$ cat src/bmal_pkg.sv
// ----------------------------------------------------------------------------
// Block map allocator package
// Shared widths, opcode and status codes, default sizes and the shift
// control beat that the controller hands to every cell of the map chain.
// ----------------------------------------------------------------------------
package bmal_pkg;

  localparam int ENTRY_W  = 8;
  localparam int OP_W     = 1;
  localparam int BYTES_W  = 17;
  localparam int OFFSET_W = 16;
  localparam int STATUS_W = 2;
  localparam int PCT_W    = 7;

  localparam int MAX_RUN  = 255;

  localparam int DEF_BLOCK_BYTES = 512;
  localparam int DEF_MAP_ENTRIES = 128;

  localparam logic [OP_W-1:0] OP_ALLOC = 1'b0;
  localparam logic [OP_W-1:0] OP_FREE  = 1'b1;

  localparam logic [STATUS_W-1:0] ST_OK    = 2'd0;
  localparam logic [STATUS_W-1:0] ST_ZERO  = 2'd1;
  localparam logic [STATUS_W-1:0] ST_NORUN = 2'd2;
  localparam logic [STATUS_W-1:0] ST_RANGE = 2'd3;

  typedef struct packed {
    logic               fwd;
    logic               rev;
    logic               mark;
    logic [ENTRY_W-1:0] val;
  } bmal_shift_t;

endpackage

$ cat src/bmal_cell.sv
// ----------------------------------------------------------------------------
// Block map cell
// One map entry of the rotating chain. Takes its neighbor's entry on a
// forward or reverse shift, or the run length when a mark covers its slot.
// ----------------------------------------------------------------------------
module bmal_cell #(
  parameter int MAP_ENTRIES = bmal_pkg::DEF_MAP_ENTRIES,
  parameter int POS         = 0
) (
  input  logic                               clk,
  input  logic                               rst_n,
  input  bmal_pkg::bmal_shift_t              shift,
  input  logic [$clog2(MAP_ENTRIES)-1:0]     thresh,
  input  logic [bmal_pkg::ENTRY_W-1:0]       from_hi,
  input  logic [bmal_pkg::ENTRY_W-1:0]       from_lo,
  output logic [bmal_pkg::ENTRY_W-1:0]       data
);
  import bmal_pkg::*;

  localparam int IDX_W = $clog2(MAP_ENTRIES);

  logic [ENTRY_W-1:0] data_r;
  logic [ENTRY_W-1:0] data_nxt;

  always_comb begin
    data_nxt = data_r;
    if (shift.fwd) begin
      data_nxt = (shift.mark && (IDX_W'(POS) >= thresh)) ? shift.val : from_hi;
    end else if (shift.rev) begin
      data_nxt = from_lo;
    end
  end

  always_ff @(posedge clk) begin
    if (!rst_n) begin
      data_r <= '0;
    end else begin
      data_r <= data_nxt;
    end
  end

  assign data = data_r;

endmodule

$ cat src/bmal_ctrl.sv
// ----------------------------------------------------------------------------
// Block map controller
// Sequences one full rotation of the cell chain per accepted request: scans
// for the first long enough free run top down or clears a freed allocation
// bottom up, counts occupied entries and converts the count to percent.
// ----------------------------------------------------------------------------
module bmal_ctrl #(
  parameter int BLOCK_BYTES = bmal_pkg::DEF_BLOCK_BYTES,
  parameter int MAP_ENTRIES = bmal_pkg::DEF_MAP_ENTRIES
) (
  input  logic                                clk,
  input  logic                                rst_n,
  input  logic                                start,
  output logic                                busy,
  input  logic [bmal_pkg::OP_W-1:0]           in_opcode,
  input  logic [bmal_pkg::BYTES_W-1:0]        in_request_bytes,
  input  logic [bmal_pkg::OFFSET_W-1:0]       in_free_offset,
  input  logic [bmal_pkg::ENTRY_W-1:0]        head,
  input  logic [bmal_pkg::ENTRY_W-1:0]        tail,
  output bmal_pkg::bmal_shift_t               shift,
  output logic [$clog2(MAP_ENTRIES)-1:0]      thresh,
  output logic [bmal_pkg::ENTRY_W-1:0]        rev_in,
  output logic                                out_strobe,
  output logic [bmal_pkg::STATUS_W-1:0]       out_status,
  output logic [bmal_pkg::OFFSET_W-1:0]       out_granted_offset,
  output logic [bmal_pkg::PCT_W-1:0]          out_usage_percent
);
  import bmal_pkg::*;

  localparam int IDX_W      = $clog2(MAP_ENTRIES);
  localparam int CNT_W      = $clog2(MAP_ENTRIES + 1);
  localparam int LIMIT      = (MAP_ENTRIES < MAX_RUN) ? MAP_ENTRIES : MAX_RUN;
  localparam int POOL_BYTES = BLOCK_BYTES * MAP_ENTRIES;
  localparam int ACC_W      = $clog2(POOL_BYTES + BLOCK_BYTES + (1 << BYTES_W));

  localparam int          PCT_SHIFT = BYTES_W + $clog2(MAP_ENTRIES);
  localparam logic [63:0] PCT_RECIP = ((64'd1 << PCT_SHIFT) + 64'(MAP_ENTRIES) - 64'd1)
                                      / 64'(MAP_ENTRIES);
  localparam logic [63:0] PCT_MUL   = PCT_RECIP * 64'd100;

  localparam logic [1:0] S_IDLE  = 2'd0;
  localparam logic [1:0] S_ALLOC = 2'd1;
  localparam logic [1:0] S_FREE  = 2'd2;
  localparam logic [1:0] S_CALC  = 2'd3;

  logic [1:0]          state_r;
  logic [IDX_W-1:0]    step_r;
  logic [BYTES_W-1:0]  bytes_r;
  logic [OFFSET_W-1:0] offset_r;
  logic                found_r;
  logic [ENTRY_W-1:0]  run_r;
  logic [ENTRY_W-1:0]  need_r;
  logic [ENTRY_W-1:0]  rem_r;
  logic [ACC_W-1:0]    bsum_r;
  logic [CNT_W-1:0]    acc_r;
  logic [CNT_W-1:0]    used_r;
  logic [PCT_W-1:0]    pct_r;
  logic [STATUS_W-1:0] status_r;
  logic [OFFSET_W-1:0] grant_r;

  logic                out_strobe_r;
  logic [STATUS_W-1:0] out_status_r;
  logic [OFFSET_W-1:0] out_grant_r;
  logic [PCT_W-1:0]    out_pct_r;

  logic [ACC_W-1:0]    sum_b;
  logic                head_free;
  logic                a_hit;
  logic                f_hit;
  logic                f_clear;
  logic [ENTRY_W-1:0]  a_need;
  logic                last;
  logic                count_bit;
  logic [CNT_W-1:0]    acc_inc;
  logic [ENTRY_W-1:0]  used_add;
  logic [IDX_W-1:0]    blk;
  logic [OFFSET_W-1:0] grant_calc;
  logic [PCT_W-1:0]    pct_calc;

  always_comb begin
    sum_b      = bsum_r + ACC_W'(BLOCK_BYTES);
    head_free  = (head == '0);
    a_need     = run_r + 8'd1;
    a_hit      = (state_r == S_ALLOC) && !found_r && head_free
                 && (sum_b >= ACC_W'(bytes_r));
    f_hit      = (state_r == S_FREE) && !found_r && (ACC_W'(offset_r) < sum_b);
    f_clear    = f_hit ? (tail != '0) : (found_r && (rem_r != '0));
    rev_in     = f_clear ? '0 : tail;
    last       = (step_r == IDX_W'(MAP_ENTRIES - 1));
    count_bit  = (state_r == S_ALLOC) ? !head_free : (rev_in != '0);
    acc_inc    = acc_r + CNT_W'(count_bit);
    used_add   = found_r ? need_r : (a_hit ? a_need : '0);
    blk        = IDX_W'(MAP_ENTRIES - 1) - step_r;
    grant_calc = OFFSET_W'(32'(blk) * 32'(BLOCK_BYTES));
    pct_calc   = PCT_W'((64'(used_r) * PCT_MUL) >> PCT_SHIFT);
  end

  always_comb begin
    shift.fwd  = (state_r == S_ALLOC);
    shift.rev  = (state_r == S_FREE);
    shift.mark = a_hit;
    shift.val  = a_need;
    thresh     = IDX_W'(MAP_ENTRIES - int'(a_need));
  end

  always_ff @(posedge clk) begin
    if (!rst_n) begin
      state_r      <= S_IDLE;
      out_strobe_r <= 1'b0;
      pct_r        <= '0;
      used_r       <= '0;
      found_r      <= 1'b0;
      step_r       <= '0;
    end else begin
      out_strobe_r <= 1'b0;
      unique case (state_r)
        S_IDLE: begin
          if (start) begin
            bytes_r  <= in_request_bytes;
            offset_r <= in_free_offset;
            found_r  <= 1'b0;
            run_r    <= '0;
            bsum_r   <= '0;
            rem_r    <= '0;
            acc_r    <= '0;
            step_r   <= '0;
            grant_r  <= '0;
            if (in_opcode == OP_ALLOC) begin
              status_r <= ST_NORUN;
              if (in_request_bytes == '0) begin
                out_strobe_r <= 1'b1;
                out_status_r <= ST_ZERO;
                out_grant_r  <= '0;
                out_pct_r    <= pct_r;
              end else if (32'(in_request_bytes) > 32'(LIMIT * BLOCK_BYTES)) begin
                out_strobe_r <= 1'b1;
                out_status_r <= ST_NORUN;
                out_grant_r  <= '0;
                out_pct_r    <= pct_r;
              end else begin
                state_r <= S_ALLOC;
              end
            end else begin
              status_r <= ST_OK;
              if (32'(in_free_offset) >= 32'(POOL_BYTES)) begin
                out_strobe_r <= 1'b1;
                out_status_r <= ST_RANGE;
                out_grant_r  <= '0;
                out_pct_r    <= pct_r;
              end else begin
                state_r <= S_FREE;
              end
            end
          end
        end
        S_ALLOC: begin
          step_r <= step_r + 1'b1;
          acc_r  <= acc_inc;
          if (!found_r) begin
            if (head_free) begin
              run_r  <= a_need;
              bsum_r <= sum_b;
            end else begin
              run_r  <= '0;
              bsum_r <= '0;
            end
          end
          if (a_hit) begin
            found_r  <= 1'b1;
            need_r   <= a_need;
            status_r <= ST_OK;
            grant_r  <= grant_calc;
          end
          if (last) begin
            state_r <= S_CALC;
            used_r  <= acc_inc + CNT_W'(used_add);
          end
        end
        S_FREE: begin
          step_r <= step_r + 1'b1;
          acc_r  <= acc_inc;
          bsum_r <= sum_b;
          if (f_hit) begin
            found_r <= 1'b1;
            rem_r   <= (tail == '0) ? '0 : tail - 1'b1;
          end else if (f_clear) begin
            rem_r <= rem_r - 1'b1;
          end
          if (last) begin
            state_r <= S_CALC;
            used_r  <= acc_inc;
          end
        end
        S_CALC: begin
          pct_r        <= pct_calc;
          out_strobe_r <= 1'b1;
          out_status_r <= status_r;
          out_grant_r  <= grant_r;
          out_pct_r    <= pct_calc;
          state_r      <= S_IDLE;
        end
        default: begin
          state_r <= S_IDLE;
        end
      endcase
    end
  end

  assign busy               = (state_r != S_IDLE);
  assign out_strobe         = out_strobe_r;
  assign out_status         = out_status_r;
  assign out_granted_offset = out_grant_r;
  assign out_usage_percent  = out_pct_r;

endmodule

$ cat src/block_map_allocator_unit.sv
// ----------------------------------------------------------------------------
// Block map allocator unit
// Result: allocate and in-range free give their beat after a full turn of the
//   cell chain and S_CALC; zero size, oversize and out-of-range requests the
//   next cycle. Throughput: busy holds a new rotating request off for a full
//   turn of the chain at one entry a cycle; rejected requests one a cycle.
// Reset: synchronous, clears every map cell and the usage figure.
// ----------------------------------------------------------------------------
module block_map_allocator_unit #(
  parameter int BLOCK_BYTES = bmal_pkg::DEF_BLOCK_BYTES,
  parameter int MAP_ENTRIES = bmal_pkg::DEF_MAP_ENTRIES
) (
  input  logic                            clk,
  input  logic                            rst_n,
  input  logic                            start,
  output logic                            busy,
  input  logic [bmal_pkg::OP_W-1:0]       in_opcode,
  input  logic [bmal_pkg::BYTES_W-1:0]    in_request_bytes,
  input  logic [bmal_pkg::OFFSET_W-1:0]   in_free_offset,
  output logic                            out_strobe,
  output logic [bmal_pkg::STATUS_W-1:0]   out_status,
  output logic [bmal_pkg::OFFSET_W-1:0]   out_granted_offset,
  output logic [bmal_pkg::PCT_W-1:0]      out_usage_percent
);
  import bmal_pkg::*;

  localparam int IDX_W = $clog2(MAP_ENTRIES);

  logic [ENTRY_W-1:0] data [MAP_ENTRIES];
  bmal_shift_t        shift;
  logic [IDX_W-1:0]   thresh;
  logic [ENTRY_W-1:0] rev_in;

  bmal_ctrl #(
    .BLOCK_BYTES (BLOCK_BYTES),
    .MAP_ENTRIES (MAP_ENTRIES)
  ) u_ctrl (
    .clk                (clk),
    .rst_n              (rst_n),
    .start              (start),
    .busy               (busy),
    .in_opcode          (in_opcode),
    .in_request_bytes   (in_request_bytes),
    .in_free_offset     (in_free_offset),
    .head               (data[0]),
    .tail               (data[MAP_ENTRIES-1]),
    .shift              (shift),
    .thresh             (thresh),
    .rev_in             (rev_in),
    .out_strobe         (out_strobe),
    .out_status         (out_status),
    .out_granted_offset (out_granted_offset),
    .out_usage_percent  (out_usage_percent)
  );

  for (genvar i = 0; i < MAP_ENTRIES; i++) begin : g_cell
    logic [ENTRY_W-1:0] hi;
    logic [ENTRY_W-1:0] lo;

    if (i == MAP_ENTRIES - 1) begin : g_hi_wrap
      assign hi = data[0];
    end else begin : g_hi
      assign hi = data[i+1];
    end

    if (i == 0) begin : g_lo_wrap
      assign lo = rev_in;
    end else begin : g_lo
      assign lo = data[i-1];
    end

    bmal_cell #(
      .MAP_ENTRIES (MAP_ENTRIES),
      .POS         (i)
    ) u_cell (
      .clk     (clk),
      .rst_n   (rst_n),
      .shift   (shift),
      .thresh  (thresh),
      .from_hi (hi),
      .from_lo (lo),
      .data    (data[i])
    );
  end

  a_strobe_idle: assert property (@(posedge clk) disable iff (!rst_n)
    out_strobe |-> !busy)
    else $error("result beat while a scan is running");

  a_zero_fast: assert property (@(posedge clk) disable iff (!rst_n)
    (start && !busy && (in_opcode == OP_ALLOC) && (in_request_bytes == '0))
    |=> (out_strobe && (out_status == ST_ZERO)))
    else $error("zero size request not rejected on the next cycle");

  a_grant_zero: assert property (@(posedge clk) disable iff (!rst_n)
    (out_strobe && (out_status != ST_OK)) |-> (out_granted_offset == '0))
    else $error("failed request carries a nonzero offset");

  a_pct_range: assert property (@(posedge clk) disable iff (!rst_n)
    out_strobe |-> (out_usage_percent <= 7'd100))
    else $error("usage above one hundred percent");

endmodule
$ cat config.mk
export PLATFORM = sky130hd
export DESIGN_NAME = block_map_allocator_unit
export DESIGN_NICKNAME = d
export VERILOG_FILES = /design/src/bmal_pkg.sv /design/src/bmal_cell.sv /design/src/bmal_ctrl.sv /design/src/block_map_allocator_unit.sv
export SDC_FILE = /design/constraint.sdc
export NUM_CORES = 2
export LEC_CHECK = 0
export BUFFER_PORTS_ARGS = -buffer_cell sky130_fd_sc_hd__clkbuf_2
export CORE_ASPECT_RATIO = 2
export CORE_UTILIZATION = 60
export CTS_BUF_LIST = sky130_fd_sc_hd__clkbuf_16
export DETAILED_ROUTE_END_ITERATION = 6
export PLACE_DENSITY_LB_ADDON = 0.08
export SYNTH_ARGS = -nofsm -noshare
export SYNTH_HDL_FRONTEND = slang
export SYNTH_SLANG_ARGS = --single-unit
$ cat constraint.sdc
create_clock -name clk -period 13.2 [get_ports clk]
set_clock_uncertainty 0.2 [all_clocks]
set_input_delay 2.64 -clock clk [delete_from_list [all_inputs] [get_ports clk]]
set_output_delay 2.64 -clock clk [all_outputs]
set_load 0.03 [all_outputs]
==> flow_summary.json <==
{
  "status": "complete, but fails checks",
  "failed_checks": "DRC",
  "place.gp.congestion": 0.968,
  "syn_avg_cell_area_um2": 7.90,
  "syn_inst": 7369,
  "hold_violations": 0,
  "p_leak_uw": 0.0208,
  "hold_buffers": 0,
  "cp_cell_sequence": "nand3_1 -> nor3_1 -> xor2_1 -> ha_1 -> nand2b_1 -> nor4_1 -> or4b_1 -> a41o_1 -> nand2_4 -> nand2_1 -> nand2_1 -> ha_1 -> a21o_1 -> a21oi_1 -> o21ai_0 -> nor4_1 -> nor3_1 -> and3_1 -> o211ai_1 -> o221ai_1",
  "crit_path_start": "u_ctrl.bsum_r[12]",
  "syn_area_um2": 58200,
  "setup-tns-final_ps": 0,
  "synth_flop_cell": "dfxtp_1",
  "wl_per_cell_um": 26.9,
  "cap_violations": 0,
  "synth_top_area_cell": "dfxtp_1",
  "layout_setup_ws_ps": 6300,
  "nets": 7028,
  "start_kind": "flip-flop",
  "core_um2": 96100,
  "wirelength_um": 222000,
  "grt_usage": 0.438,
  "synthMostInstantiatedCell": "o21ai_0",
  "max_freq_mhz": 145,
  "ir_drop_v": 0.000259,
  "chipWidth_um": 222,
  "ys_seq_area_frac": 0.407,
  "drt_iter0_markers": 7345,
  "worst_pin_slew_ps": 1420,
  "cts_buffers": 99,
  "via_count": 59100,
  "ys_top_cells_by_area": "dfxtp_1 36%, o21ai_0 9.9%, a31oi_1 6.5%",
  "endpoint_kind": "flip-flop",
  "fin_crit_ps": 6900,
  "critPathKind": "flip-flop to flip-flop",
  "setup_violations": 0,
  "power_density_nw_per_um2": 250,
  "crit_buf_inv": 0,
  "cts_max_path_buffers": 3,
  "critPathTopFamily": "simple AND/OR/NAND/NOR gates",
  "path_clk_slew_ps": 70,
  "die_area_um2": 98300,
  "post_cts_buffers": 0,
  "place_ws_ps": 6650,
  "yosys_warnings": 0,
  "cp_max_fo": 33,
  "synth_top_area_frac": 0.361,
  "synth_cell_types": 94,
  "hpwlAfterDp_um": 140000,
  "start_util": 0.606,
  "cts_sinks": 1139,
  "hold_class": "flip-flop to flip-flop",
  "yosys-top-cells-count": "1155 x o21ai_0, 1050 x dfxtp_1, 748 x a21oi_1, 692 x nand2_1, 634 x clkbuf_1",
  "cts_max_level": 3,
  "clockRootBuffer": "clkbuf_16",
  "viasPerCell": 7.17,
  "hp-start": "g_cell[99].u_cell.data[1]",
  "relSlewSlack": 0.0480,
  "grt_pass1_wl_um": 335000,
  "syn_to_final_growth_pct": 6.20,
  "rsz0062_at_grt": "false",
  "num_rows": 161,
  "cpPeakStageDelay_ps": 930,
  "async_flop_share": 0,
  "worstReg2RegStart": "u_ctrl.bsum_r[12]",
  "die_h_um": 442,
  "clkLatencyLatePin_ps": 740,
  "cts_resized": 0,
  "drv_slew": 0,
  "synth_edf_count": 89,
  "drive_gt1_frac": 0.0710,
  "numPortBuffers": 45,
  "grt_pass1_vias": 55400,
  "firstDrtPassIters": 7,
  "antenna_found_initial": 7,
  "crit_arrival_ps": 7270,
  "grt_overflow_total": 0,
  "grt_max_degree": 314,
  "synth_seq_cells": 1139,
  "nFillCells": 8495,
  "cts_tree": "done",
  "postRouteAntennaNets": 0,
  "drcViolationCount": 1,
  "required_ps": 13570,
  "finalCritPeriodShare": 0.523,
  "ff2ff_setup_slack_ps": 6300,
  "cp_slowest_cell": "a41o_1",
  "io_pins": 64,
  "power_uw": 15400
}
==> final timing paths <==
check,endpoint,cells after the start
hold reg to reg,g_cell[99].u_cell.data[1],2
setup / recovery,u_ctrl.used_r[7],20
setup reg to reg,u_ctrl.used_r[7],20
hold / removal,g_cell[99].u_cell.data[1],2
==> placed cells by master (no fill, tap or decap), types with 16 or more instances in the layout <==
cell and n:
nor2_1 347, and3_1 33, o31ai_1 21, diode_2 16, clkinv_1 31, a22oi_1 140, o21ai_1 37, nor3_1 73
a31oi_1 606, and2_1 42, or3_1 85, a41oi_1 21, xnor2_1 37, dfxtp_1 1050, mux2i_1 160, nand2b_1 53
a21boi_0 16, clkbuf_2 44, a221oi_1 25, o211ai_1 228, mux2_2 53, o22ai_1 42, a21o_1 52, a211oi_1 94
clkbuf_16 104, nand3_1 227, nor2b_1 20, a31o_2 17, edfxtp_1 89, o21ai_0 1154, and2_0 35, o221ai_1 43
nor4_1 16, o21a_1 17, a21oi_1 744, buf_4 144, nand2_1 687, ha_1 54, inv_1 94
==> cells by family after synthesis <==
| family | count (synthesis) | synth area share |
|---|---|---|
| compound gates | 3387 | 0.347 |
| simple gates | 1681 | 0.130 |
| flops | 1139 | 0.407 |
| buf+inv | 829 | 0.0555 |
| mux | 214 | 0.0380 |
| fa+ha+maj | 62 | 0.0138 |
| xor+xnor | 56 | 0.00843 |
| other cells | 1 | 0.0000644 |
==> layout make-up <==
| class | instances | area, µm² | area share |
|---|---|---|---|
| Tap cell | 1222 | 1530 | 0.0247 |
| Clock buffer | 104 | 2600 | 0.0421 |
| Clock inverter | 77 | 562 | 0.00909 |
| Antenna cell | 16 | 40.0 | 0.000648 |
| Timing Repair Buffer | 196 | 1460 | 0.0236 |
| Sequential cell | 1139 | 23700 | 0.383 |
| Inverter | 85 | 334 | 0.00541 |
| Multi-Input combinational cell | 5409 | 31600 | 0.511 |
==> registers in the layout (all words and copies together) (netlist names), 7 cells and up <==
signal and cells:
u_ctrl.bsum_r 9, g_cell.u_cell.data 1024, u_ctrl.out_usage_percent 7, u_ctrl.step_r 7, u_ctrl.acc_r 8, u_ctrl.offset_r 7, u_ctrl.need_r 8, u_ctrl.grant_r 7
u_ctrl.bytes_r 17, u_ctrl.pct_r 7, u_ctrl.run_r 8, u_ctrl.out_granted_offset 7, u_ctrl.rem_r 8, u_ctrl.used_r 8
==> worst reg2reg max path, delay by kind of cell (launching register included) <==
family | cells | cell delay (ps)
AND/OR/NAND/NOR | 11 | 3310
flip-flops | 1 | 480
XOR/XNOR | 1 | 250
AO/OA/AOI/OAI | 6 | 1870
adder cells (fa/ha/maj) | 2 | 620
==> where the power goes <==
part           switching [µW]  leakage, µW  internal [µW]  total (µW)
logic                    4770      0.00973           2040        6820
clock network            1380      0.00163           1590        2970
registers                 947      0.00945           4700        5650
==> routing by layer <==
layer	wire (µm)	track usage	part of all wire
met1	76000	0.482	0.34
met2	103000	0.697	0.47
met3	19600	0.0874	0.088
met4	22800	0.427	0.10
met5	14	0	0.000063
==> metrics by stage <==
stage	utilization	instance area (µm²)	instances	hold slack, ps
after floorplan	-	58200	7377	236
after global placement	0.610	58600	8051	252
after detailed placement	0.610	58600	8051	258
after CTS	0.643	61700	8232	270
after global routing	0.643	61800	8232	288
final	0.643	61800	8248	273
Power figures use the tool's default switching activity.
